<file path="src/hw/rtl/afs_pkg.sv">
// Package for the assembly flow shop search block.
// Holds the controller state type, command/status structs and fixed widths.
package afs_pkg;

   localparam int FIN_BITS = 21;
   localparam logic [FIN_BITS-1:0] FIN_MAX = '1;
   localparam int JOB_BITS = 4;
   localparam int MACH_BITS = 4;

   // Item kinds on the input channel.
   localparam logic REQ_WRITE = 1'b0;
   localparam logic REQ_START = 1'b1;

   // Register indexes on the configuration channel.
   localparam logic [0:0] CSR_NUM_JOBS = 1'b0;
   localparam logic [0:0] CSR_NUM_MACHINES = 1'b1;

   typedef enum logic [2:0] {
      ST_IDLE,
      ST_EXPAND,
      ST_MACH,
      ST_LEAF,
      ST_BACK,
      ST_EMIT
   } state_type;

   typedef struct packed {
      logic init;          // clear search state for a new start item
      logic pick;          // select next free job at current level
      logic mach_step;     // process one machine of the extension
      logic leaf;          // compare leaf makespan against best
      logic back;          // release job and pop one level
      logic emit_load;     // load next output position
   } cmd_type;

   typedef struct packed {
      logic found;         // a free job exists below the last tried one
      logic mach_done;     // all machines of the extension done
      logic at_leaf;       // depth equals job count
      logic at_root;       // depth is zero
      logic emit_last;     // output position is the last one
   } status_type;

endpackage

</file>
<file path="src/hw/rtl/afs_ctrl.sv">
// Controller state machine of the flow shop search.
// Depends on afs_pkg; issues cmd_type to afs_datapath and reads status_type.
module afs_ctrl (
   input  logic clock,
   input  logic reset,
   input  logic start,
   input  logic zero_jobs,
   input  logic out_stall,
   input  afs_pkg::status_type status,
   output afs_pkg::cmd_type cmd,
   output logic busy,
   output logic out_valid
);
   import afs_pkg::*;

   state_type state_ff, state_in;

   always_comb begin
      state_in = state_ff;
      unique case (state_ff)
         ST_IDLE:   if (start && !zero_jobs) state_in = ST_EXPAND;
         ST_EXPAND: begin
            if (status.at_leaf) state_in = ST_LEAF;
            else if (status.found) state_in = ST_MACH;
            else if (status.at_root) state_in = ST_EMIT;
            else state_in = ST_BACK;
         end
         ST_MACH:   if (status.mach_done) state_in = ST_EXPAND;
         ST_LEAF:   state_in = ST_BACK;
         ST_BACK:   state_in = ST_EXPAND;
         ST_EMIT:   if (!out_stall && status.emit_last) state_in = ST_IDLE;
         default:   state_in = ST_IDLE;
      endcase
   end

   always_comb begin
      cmd = '0;
      unique case (state_ff)
         ST_IDLE:   cmd.init = start;
         ST_EXPAND: cmd.pick = !status.at_leaf && status.found;
         ST_MACH:   cmd.mach_step = 1'b1;
         ST_LEAF:   cmd.leaf = 1'b1;
         ST_BACK:   cmd.back = 1'b1;
         ST_EMIT:   cmd.emit_load = !out_stall;
         default:   cmd = '0;
      endcase
   end

   assign busy = (state_ff != ST_IDLE);
   assign out_valid = (state_ff == ST_EMIT);

   always_ff @(posedge clock) begin
      if (reset) state_ff <= ST_IDLE;
      else state_ff <= state_in;
   end
endmodule

</file>
<file path="config.mk">
export PLATFORM = sky130hd
export DESIGN_NAME = afs_ctrl
export DESIGN_NICKNAME = d
export VERILOG_FILES = /design/src/hw/rtl/afs_pkg.sv /design/src/hw/rtl/afs_ctrl.sv
export SDC_FILE = /design/constraint.sdc
export NUM_CORES = 1
export LEC_CHECK = 0
export ABC_AREA = 0
export BUFFER_PORTS_ARGS = -buffer_cell sky130_fd_sc_hd__buf_4
export CORE_AREA = 2 2 39 41
export DETAILED_ROUTE_END_ITERATION = 7
export DIE_AREA = 0 0 41 43
export SLEW_MARGIN = 5
export SYNTH_ARGS = -nofsm -noshare
export SYNTH_HDL_FRONTEND = slang
export SYNTH_SLANG_ARGS = --single-unit
</file>
<file path="constraint.sdc">
create_clock -name clock -period 2.09 [get_ports clock]
set_input_delay 0.3135 -clock clock [delete_from_list [all_inputs] [get_ports clock]]
set_output_delay 0.3135 -clock clock [all_outputs]
set_load 0.005 [all_outputs]
</file>
==> results.json <==
{
  "max_slew_margin": 0.8051,
  "fin_util": 0.3038,
  "yosys.area.top_type_share": 0.2330,
  "grt_pass1_vias": 276,
  "final.min_clock_period_ps": 1559,
  "cts_root_buffer": "clkbuf_4",
  "clock_latency_ps": 230,
  "gp_congestion": 0.6871,
  "routed_wl_um": 644,
  "fin_crit_sh": 0.7459,
  "ys_ff_latch": 3,
  "yosys-top-cells-count": "nor2_1 (7), dfxtp_1 (3), inv_1 (3), nor2b_1 (3), and2_2 (2)",
  "ys_types": 21,
  "dp_hpwl_um": 523.9,
  "cts_resized": 0,
  "finalNetCount": 65,
  "final.setup.tns_ps": 0,
  "die_h_um": 43,
  "dr.pass1.iters": 1,
  "cts_max_path_buffers": 2,
  "path_max_fanout": 11,
  "post_cts_buffers": 0,
  "syn_inst": 34,
  "worstHoldStart": "reset",
  "grt_max_degree": 12,
  "synth_edf_count": 0,
  "cts_htree_levels": 1,
  "peakVddDrop_mv": 0.2397,
  "crit_family": "simple AND/OR/NAND/NOR gates",
  "place_area_um2": 394.1,
  "yosys_warnings": 0,
  "route.detailed.drc": 0,
  "p_leak_nw": 0.2055,
  "r2r_slack_ps": 780,
  "drive_gt1_frac": 0.4630,
  "syn_nets": 44,
  "cts_buffers": 3,
  "vias_per_cell": 4.271,
  "synth-seq-area-share": 0.2330,
  "num_rows": 14,
  "grt_use_total": 0.09036,
  "num_io_pins": 18,
  "die_width_um": 41,
  "cp.buffers_inverters": 1,
  "regMostFlops": "state_ff",
  "core_area_mm2": 0.001384,
  "synth-main-ff-cell": "dfxtp_1",
  "critPathMaxStageDelay_ps": 430,
  "largest_reg_flops": 3,
  "crit_arrival_ps": 1250,
  "diodes": 0,
  "path_clk_slew_ps": 40,
  "required_ps": 1780,
  "worst_slack_ps": 531.0,
  "overflow": 0,
  "rsz0062_at_grt": "no",
  "antenna_found_initial": 0,
  "pwr_density_cell_mw_per_mm2": 640.5,
  "routedWlPerCell_um": 9.200,
  "fmax_mhz": 641.4,
  "setup_viol": 0,
  "ys_top_cells_by_area": "dfxtp_1 (23%), nor2_1 (10%), nor2b_1 (7.3%)",
  "cp_slowest_cell": "or3_4",
  "status": "finished, final reports clean",
  "numPortBuffers": 17,
  "finalHoldViolCount": 0,
  "final_area_um2": 420.4,
  "worstSetupEndpointType": "output pin",
  "drv_cap": 0,
  "avgSynthCellArea_um2": 7.581,
  "cp_cell_sequence": "or3_4, nor2_1, buf_4",
  "dieArea_mm2": 0.001763,
  "worst_pin_slew_ps": 292.0,
  "cts_tree": "built",
  "power.total_mw": 0.2693,
  "via_count": 299,
  "nFillCells": 169,
  "min_path_type": "primary input to register",
  "reg_top3": "state_ff: 3 flops",
  "slew_violations": 0,
  "critical_path_class": "register to output pin",
  "areaGrowthSynthToFinish_pct": 63.11,
  "yosys.cell_count.top_type": "nor2_1",
  "cp-start-kind": "register",
  "synth_top_area_cell": "dfxtp_1",
  "cts_sinks": 3,
  "skew_ps": 4.069,
  "regToRegStartpoint": "state_ff[1]",
  "cts_hold_buf": 0,
  "crit_path_start": "state_ff[1]",
  "dp_slack_ps": 771.9,
  "drt-initial-drc-count": 0,
  "syn_area_um2": 257.7,
  "ys_async_sr_fraction": 0,
  "grt_first_pass_wirelength_mm": 1.055,
  "ant_nets": 0,
  "start_util": 0.1863
}
[cell usage in the layout (no fill, tap or decap)]
cell type	netlist	routed
clkbuf_1	0	1
nor3b_1	1	1
nor2b_1	3	3
o2111a_1	1	1
clkbuf_4	0	3
a31oi_1	1	1
a31o_1	1	1
and2_2	2	2
nor2_1	7	7
o21ai_1	1	1
nand2b_1	1	1
a21oi_1	1	1
a32o_1	1	1
inv_1	3	3
o21ai_0	1	1
and3_1	1	1
o21ba_2	1	1
dfxtp_1	3	3
buf_4	0	17
or3b_1	1	1
and3b_2	1	1
nand2_1	1	1
or3_4	1	1
[cells by family after synthesis]
kind of cell / synth area share
AND/OR/NAND/NOR: 0.4418
AO/OA/AOI/OAI: 0.2378
buffers and inverters: 0.08737
flip-flops: 0.2330
[area by class of cell]
class                           instances  area (um^2)  share of cell area
Clock buffer                            4        26.28             0.06250
Tap cell                               16        20.02             0.04762
Multi-Input combinational cell         27        175.2              0.4167
Timing Repair Buffer                   17        127.6              0.3036
Sequential cell                         3        60.06              0.1429
Inverter                                3        11.26             0.02679
[through the flow]
step / hold slack (ps) / instances
after floorplan: 477.0 / 34
after global placement: 588.7 / 66
after detailed placement: 593.0 / 66
after CTS: 343.0 / 70
after global routing: 360.1 / 70
final: 350.7 / 70
[report_power, final]
part	internal, mW	total, mW	leakage, nW	switching [mW]
clock	0.0714	0.0998	0.0150	0.0284
combinational	0.0590	0.0932	0.166	0.0342
sequential	0.0643	0.0762	0.0246	0.0119
total	0.195	0.269	0.206	0.0746
[worst paths after layout]
kind | to | cells past startpoint
min reg2reg | state_ff[0] | 3
max | cmd[5] | 3
min | state_ff[1] | 3
max reg2reg | state_ff[1] | 3
[per-layer routing]
layer,track usage,vias up,part of all wire
li1,-,159,-
met1,0.1061,131,0.41
met2,0.1219,9,0.51
met3,0.03141,0,0.079
met4,0.08000,0,0
met5,0,-,0
[tightest hold or removal path: stages]
cell and delay, ps:
buf_4 90, inv_1 30, o2111a_1 100
Power figures use the tool's default switching activity.
